===== src/fofr_pkg.sv =====
// Shared types and constants for the frequency-ordered frame replacement block.
// Holds the chain entry and cell control types and the cell operation codes.
// No dependencies.
package fofr_pkg;

  // Sizes of the tracked order and of the fields.
  localparam int NUM_FRAMES = 64;
  localparam int COUNT_BITS = 16;
  localparam int FRAME_W    = 6;

  // Request kinds carried on the input tuser bit.
  localparam logic REQ_ACCESS = 1'b0;
  localparam logic REQ_EVICT  = 1'b1;

  // Operation codes broadcast to every cell of the chain.
  localparam logic [1:0] OP_HOLD   = 2'd0;
  localparam logic [1:0] OP_LOOKUP = 2'd1;
  localparam logic [1:0] OP_INSERT = 2'd2;
  localparam logic [1:0] OP_POP    = 2'd3;

  // One position of the eviction order.
  typedef struct packed {
    logic                  vld;
    logic [FRAME_W-1:0]    frame;
    logic [COUNT_BITS-1:0] cnt;
  } entry_t;

  // Control broadcast from the sequencer to all cells.
  typedef struct packed {
    logic [1:0]            op;
    logic [FRAME_W-1:0]    key;
    logic [COUNT_BITS-1:0] cnt;
    logic                  hit_any;
    logic                  full;
  } cell_ctl_t;

endpackage


===== src/fofr_cell.sv =====
// One cell of the sorted frame chain: holds one entry of the eviction order.
// Moves data to and from its neighbors under the broadcast control.
// Depends on fofr_pkg.
module fofr_cell (
  input  logic               clk,
  input  logic               rst_n,
  input  fofr_pkg::cell_ctl_t ctl,
  input  fofr_pkg::entry_t   left_ent,
  input  logic               left_keep,
  input  fofr_pkg::entry_t   right_ent,
  input  logic               right_keep,
  input  logic               hs_in,
  output fofr_pkg::entry_t   ent,
  output logic               keep,
  output logic               hs_out,
  output logic               hit_now
);

  fofr_pkg::entry_t ent_r;
  fofr_pkg::entry_t ent_nxt;
  fofr_pkg::entry_t new_ent;
  logic             hit_r;
  logic             hs;

  assign ent     = ent_r;
  assign hit_now = ent_r.vld && (ent_r.frame == ctl.key);

  // An entry stays ahead of the inserted one when its count is not larger.
  assign keep   = ent_r.vld && !hit_r && (ent_r.cnt <= ctl.cnt);
  assign hs     = hs_in | hit_r;
  assign hs_out = hs;

  assign new_ent.vld   = 1'b1;
  assign new_ent.frame = ctl.key;
  assign new_ent.cnt   = ctl.cnt;

  // Next entry: close the gap of a removed entry and open one for the new entry.
  always_comb begin
    ent_nxt = ent_r;
    unique case (ctl.op)
      fofr_pkg::OP_HOLD: begin
        ent_nxt = ent_r;
      end
      fofr_pkg::OP_LOOKUP: begin
        ent_nxt = ent_r;
      end
      fofr_pkg::OP_INSERT: begin
        if (ctl.hit_any) begin
          if (hs) begin
            if (right_keep) begin
              ent_nxt = right_ent;
            end else if (hit_r || keep) begin
              ent_nxt = new_ent;
            end
          end
        end else if (!ctl.full && !keep) begin
          if (left_keep) begin
            ent_nxt = new_ent;
          end else begin
            ent_nxt = left_ent;
          end
        end
      end
      fofr_pkg::OP_POP: begin
        ent_nxt = right_ent;
      end
      default: begin
        ent_nxt = ent_r;
      end
    endcase
  end

  // Entry storage; only the valid bit needs a reset.
  always_ff @(posedge clk) begin
    if (!rst_n) begin
      ent_r.vld <= 1'b0;
    end else begin
      ent_r.vld <= ent_nxt.vld;
    end
    ent_r.frame <= ent_nxt.frame;
    ent_r.cnt   <= ent_nxt.cnt;
  end

  // Hit flag captured during lookup, used by the following insert.
  always_ff @(posedge clk) begin
    if (ctl.op == fofr_pkg::OP_LOOKUP) begin
      hit_r <= hit_now;
    end
  end

endmodule


===== config.mk =====
export PLATFORM = sky130hd
export DESIGN_NAME = fofr_cell
export DESIGN_NICKNAME = d
export VERILOG_FILES = /design/src/fofr_pkg.sv /design/src/fofr_cell.sv
export SDC_FILE = /design/constraint.sdc
export NUM_CORES = 1
export LEC_CHECK = 0
export ABC_AREA = 1
export BUFFER_PORTS_ARGS = -buffer_cell sky130_fd_sc_hd__clkbuf_2
export CELL_PAD_IN_SITES_DETAIL_PLACEMENT = 1
export CELL_PAD_IN_SITES_GLOBAL_PLACEMENT = 1
export CORE_UTILIZATION = 31
export DETAILED_ROUTE_END_ITERATION = 6
export PLACE_DENSITY_LB_ADDON = 0.1
export SETUP_SLACK_MARGIN = 0.1
export SYNTH_ARGS = -nofsm -noshare
export SYNTH_HDL_FRONTEND = slang
export SYNTH_SLANG_ARGS = --single-unit

===== constraint.sdc =====
create_clock -name clk -period 2.57 [get_ports clk]
set_input_delay 0.257 -clock clk [delete_from_list [all_inputs] [get_ports clk]]
set_output_delay 0.257 -clock clk [all_outputs]
set_load 0.01 [all_outputs]

==> results of run 1 <==
==> worst min path at each step <==
stage | start | end | slack (ns) | cells after the start
after detailed placement | rst_n | ent[22]$_SDFFE_PN0P_ | 0.49 | 3
after global routing | rst_n | ent[22]$_SDFFE_PN0P_ | 0.19 | 3
after global placement | rst_n | ent[22]$_SDFFE_PN0P_ | 0.49 | 3
after floorplan | rst_n | ent[22]$_SDFFE_PN0P_ | 0.38 | 2
final | rst_n | ent[22]$_SDFFE_PN0P_ | 0.20 | 3
after CTS | rst_n | ent[22]$_SDFFE_PN0P_ | 0.20 | 3
==> cell usage in the layout, fill, tap and decap left out, drive strengths merged <==
cell type,instances
o21ai,47
o32ai,1
nor4,1
ha,16
a21oi,13
edfxtp,23
dfxtp,1
nand4,2
a22o,6
xor2,2
or2,1
inv,30
bufinv,1
buf,7
nor2,11
nor3,1
a31oi,15
xnor2,4
a21o,1
nand3,5
nand2,45
clkbuf,105
==> flip-flops by register name (all words and copies together), names as in the netlist <==
| signal | cells |
|---|---|
| hit_r | 1 |
| ent | 23 |
==> logic make-up (layout without fill, tap and decap cells) <==
| logic type | after synthesis | after routing | share of synthesized area, % |
|---|---|---|---|
| compound gates | 83 | 83 | 25.0 |
| xor+xnor | 6 | 6 | 2.79 |
| fa+ha+maj | 16 | 16 | 10.6 |
| buf+inv | 40 | 143 | 8.70 |
| flops | 24 | 24 | 37.7 |
| simple gates | 66 | 66 | 15.2 |
==> critical path: cells and delay by family, from the launching register on <==
kind / cells / cell delay [ns]
flops: 1 / 0.41
buf+inv: 1 / 0.20
fa+ha+maj: 1 / 0.30
compound gates: 2 / 0.32
simple gates: 9 / 0.68
==> report_power, final <==
group,internal [mW],total (mW),switching [mW]
registers,0.482,0.506,0.0242
clock network,0.208,0.339,0.130
logic,0.161,0.377,0.216
total,0.851,1.22,0.370
==> layer usage <==
metal  up-vias  routed length (um)
li1       1032                   -
met1       989                2710
met2        65                3110
met3         4                 361
met4         0                  53
met5         -                   0
==> layout make-up <==
class | instances | area, um2
clock buffer | 3 | 41.3
inverter | 30 | 113
tap | 75 | 93.8
timing repair buffer | 109 | 563
fill | 772 | 3330
multi-input combinational | 171 | 1010
clock inverter | 1 | 30.0
sequential | 24 | 711
==> qor.yml, run 1 <==
run_status:
  status: "finished, final reports clean"
placed_design:
  dp_cells: 409
  post-dp-hpwl_um: 5100
  dpl_cell_area_um2: 2490
  portBuffers: 102
  gp_congestion: 0.796
  dp_slack_ns: 0.367
timing:
  fin_crit_ns: 2.20
  hold_violations: 0
  finalClockSkew_ns: 0.00548
  relSlewSlack_pct: 65.4
  finalMaxSlewViolations: 0
  rsz0062_at_grt: "false"
  finalSetupViolCount: 0
  whs_ns: 0.197
  tightest_slew_ns: 0.519
  setup_slack_ns: 0.370
  fin_crit_sh_pct: 85.6
  fin_setup_tns_ns: 0
  max_freq_mhz: 455
worst_setup_path:
  r2r_start: "ent[5]$_DFFE_PP_"
  critPathMostFrequentCell: "nand2_1"
  start_kind: "flip-flop"
  cp_cell_sequence: "ha_1 -> a21oi_1 -> nor2_1 -> nor2_1 -> nand2_1 -> nand2_1 -> nand2_1 -> nand2_1 -> nand2_2 -> a21oi_2 -> nand2_2 -> nand2_1 -> buf_4"
  critPathMaxFanout: 8
  regToRegEndpoint: "ent[7]$_DFFE_PP_"
  cp_data_required_time_ns: 2.56
  crit_type: "reg -> reg"
  rr_worst_depth: 13
  crit_start: "ent[5]$_DFFE_PP_"
  reg2reg_slack_ns: 0.37
  crit_slowest_cell: "edfxtp_1"
  max_stage_delay_ns: 0.41
  cp.arrival_ns: 2.19
  end_kind: "flip-flop"
  timing.critical_path.to: "ent[7]$_DFFE_PP_"
grt:
  antenna_found_initial: 0
  overflow: 0
  grt_pass1_wl_um: 9720
  use_met3_pct: 3.43
  grt_usage_pct: 19.9
  grt_util_met2_pct: 36.9
  busiest_layer: "met2"
  grt_pass1_vias: 2075
  grtUsageMet1_pct: 23.5
  grt_max_degree: 23
synth:
  synthFlopType: "edfxtp_1"
  syn-num-nets: 328
  yosysSeqAreaShare_pct: 37.7
  synth_edf_count: 23
  yosysWarnings: 0
  async_reset_ff_share_pct: 0
  yosys.area.top_type: "edfxtp_1"
  post-synth-top-count-cell: "o21ai_0"
  ys_ff_latch: 24
  netlist_area_um2: 1880
  syn_area_per_cell_um2: 8.01
  synthCells: 235
  yosysTopAreaCellShare_pct: 36.7
  synthTopCellsByArea: "edfxtp_1, o21ai_0, ha_1"
  synthTopCellsByCount: "o21ai_0, nand2_1, inv_1, edfxtp_1, ha_1"
  synthDistinctLibCells: 29
cts:
  cts_buffers: 3
  clkLatencyLatePin_ns: 0.27
  clk_pin_slew_ns: 0.09
  cts_root_buf: "clkbuf_8"
  cts_buffer_depth: 2
  holdBufCountCts: 0
  cts_tree: "built"
  cts_setup_buffers: 0
  cts-resized-gates: 0
  htree_levels: 1
  cts.sink_count: 24
die:
  coreArea_um2: 5890
  initial_core_util_pct: 32.0
  io_pins: 103
  die_y_um: 79.9
  die-area_um2: 6390
  rows: 28
  fp.dieW_um: 79.9
detailed_routing:
  num_vias: 2090
  drt_wl_total_um: 6230
  first_pass_iters: 4
  wire_per_inst_um: 15.1
  drc: 0
  viasPerCell: 5.06
  ant_nets: 0
  first_iter_violations: 47
finish:
  syn_to_final_growth_pct: 35.9
  stdcell_count: 413
  design_area_um2: 2560
  post-route-util_pct: 43.5
  antennaDiodeCount: 0
  drive_above_1_share_pct: 36.7
  fin_nets: 432
flow_run:
  max-cap-violations: 0
worst_hold_path:
  hp-class: "in -> reg"
power:
  leakage_nw: 1.31
  powerDensity_nw_per_um2: 477
  finalPower_mw: 1.22
  ir_drop_uv: 308
Power figures use the tool's default switching activity.
==> run 2, diff against run 1 <==
- PLACE_DENSITY: not set -> 0.8
- PLACE_DENSITY_LB_ADDON: 0.1 -> not set
==> run 2 against run 1 <==
Net effect:
- largest cell class unchanged
- combinational power about the same
- via count grew 2.2%
- sequential power hardly changed
- highest routed layer unchanged
- total power down 8.1%
==> qor.yml, run 2 (synthesized netlist as in run 1, its figures left out) <==
run_status:
  status: "finished, final reports clean"
die:
  rows: 28
  initial_core_util_pct: 32.0
  fp.dieW_um: 79.9
  die_y_um: 79.9
  io_pins: 103
  die-area_um2: 6390
  coreArea_um2: 5890
grt:
  grt_usage_pct: 21.3
  overflow: 0
  grt_pass1_wl_um: 10300
  grt_pass1_vias: 2222
  antenna_found_initial: 0
  grt_max_degree: 23
finish:
  nFillCells: 782
  syn_to_final_growth_pct: 34.6
  largest_register_ffs: 23
  drive_above_1_share_pct: 36.4
  design_area_um2: 2530
  final_common_cell: "clkbuf_2"
  final_cell_mix: "clkbuf_2, o21ai_0, nand2_1"
  antennaDiodeCount: 0
  fin_nets: 432
  multi_input_area_um2: 1010
  ff_latch_area_um2: 711
worst_setup_path:
  cp.arrival_ns: 2.19
  crit_type: "reg -> reg"
  max_stage_delay_ns: 0.42
  crit_slowest_cell: "edfxtp_1"
  cp_data_required_time_ns: 2.53
  cp_cell_sequence: "ha_1 -> nand2_1 -> nand2_1 -> nand2_1 -> nand2_1 -> nand2_1 -> nand2_1 -> nand2_1 -> nand2_1 -> nand2_1 -> nand2_2 -> a21oi_2 -> nand2_2 -> nand2_1 -> buf_4"
  end_kind: "flip-flop"
  critPathMostFrequentCell: "nand2_1"
  critPathMaxFanout: 15
  start_kind: "flip-flop"
detailed_routing:
  routed-wl-met2_um: 3410
  first_iter_violations: 127
  ant_nets: 0
  met3WireLength_um: 287
  top_layer_used: "met4"
  wl_met1_um: 2820
  wire_per_inst_um: 15.9
  viasPerCell: 5.17
  first_pass_iters: 4
  drc: 0
  drt_wl_total_um: 6590
  num_vias: 2136
placed_design:
  dpl_cell_area_um2: 2490
  gp_congestion: 0.765
  post-dp-hpwl_um: 5240
  portBuffers: 102
cts:
  cts_root_buf: "clkbuf_8"
  cts.sink_count: 24
  htree_levels: 1
  clk_pin_slew_ns: 0.09
  clkLatencyLatePin_ns: 0.27
  cts_buffers: 3
  cts_setup_buffers: 0
  cts_tree: "built"
  cts-resized-gates: 0
  holdBufCountCts: 0
  cts_buffer_depth: 2
timing:
  tightest_slew_ns: 0.540
  hold_violations: 0
  finalClockSkew_ns: 0.00722
  fin_setup_tns_ns: 0
  finalSetupViolCount: 0
  max_freq_mhz: 449
  fin_crit_sh_pct: 86.6
  fin_crit_ns: 2.23
  finalMaxSlewViolations: 0
  rsz0062_at_grt: "false"
  relSlewSlack_pct: 64.0
flow_run:
  max-cap-violations: 0
power:
  powerDensity_nw_per_um2: 443
  leakage_nw: 1.30
  ir_drop_uv: 208
worst_hold_path:
  hp-class: "in -> reg"
-- run 2: cell types whose count changed in the layout (fill, tap and decap cells not counted) --
cell / previous run / this run
bufinv_16: 1 / 0
clkinv_1: 0 / 1
-- run 2: final timing paths --
| path | from | endpoint | slack (ns) | cells after the start |
|---|---|---|---|---|
| min reg2reg | ent[22]$_SDFFE_PN0P_ | ent[22]$_SDFFE_PN0P_ | 0.62 | 4 |
| min | rst_n | ent[22]$_SDFFE_PN0P_ | 0.19 | 3 |
| max | ent[1]$_DFFE_PP_ | ent[14]$_DFFE_PP_ | 0.34 | 15 |
| max reg2reg | ent[1]$_DFFE_PP_ | ent[14]$_DFFE_PP_ | 0.34 | 15 |
-- run 2: power by group --
group          internal [mW]  switching, mW  total (mW)
Sequential             0.482         0.0246       0.507
Combinational          0.160          0.220       0.380
Clock                  0.107          0.129       0.236
-- run 2: routing by layer --
| layer | global-route usage, % | up-vias |
|---|---|---|
| met2 | 41.1 | 72 |
| met3 | 1.49 | 4 |
| met5 | 0 | - |
| met1 | 24.5 | 1028 |
| li1 | - | 1032 |
| met4 | 6.96 | 0 |
-- run 2: final cells by class --
type	instances	area share, %
repair buffers	109	22.2
multi-input cells	171	39.8
flip-flops and latches	24	28.0
clock inverters	1	0.148
inverters	30	4.44
well taps	75	3.70
clock buffers	3	1.63
-- run 2: worst max-delay path: cells and delay by family (launching register included) --
family / cells / cell delay, ns
AO/OA/AOI/OAI: 1 / 0.13
flip-flops: 1 / 0.42
AND/OR/NAND/NOR: 12 / 0.78
buffers and inverters: 1 / 0.24
adder cells (fa/ha/maj): 1 / 0.32
-- run 2: metrics by stage --
| step | total power [mW] | cells | worst slack (ns) | hold slack, ns | util, % |
|---|---|---|---|---|---|
| CTS | 1.13 | 413 | 0.320 | 0.187 | 43.0 |
| detailed placement | 0.898 | 409 | 0.335 | 0.483 | 42.3 |
| finish | 1.12 | 413 | 0.345 | 0.185 | 43.0 |
| global route | 1.19 | 413 | 0.145 | 0.203 | 43.0 |
| floorplan | 0.719 | 235 | 0.281 | 0.378 | - |
| global placement | 0.879 | 409 | 0.405 | 0.478 | 42.3 |
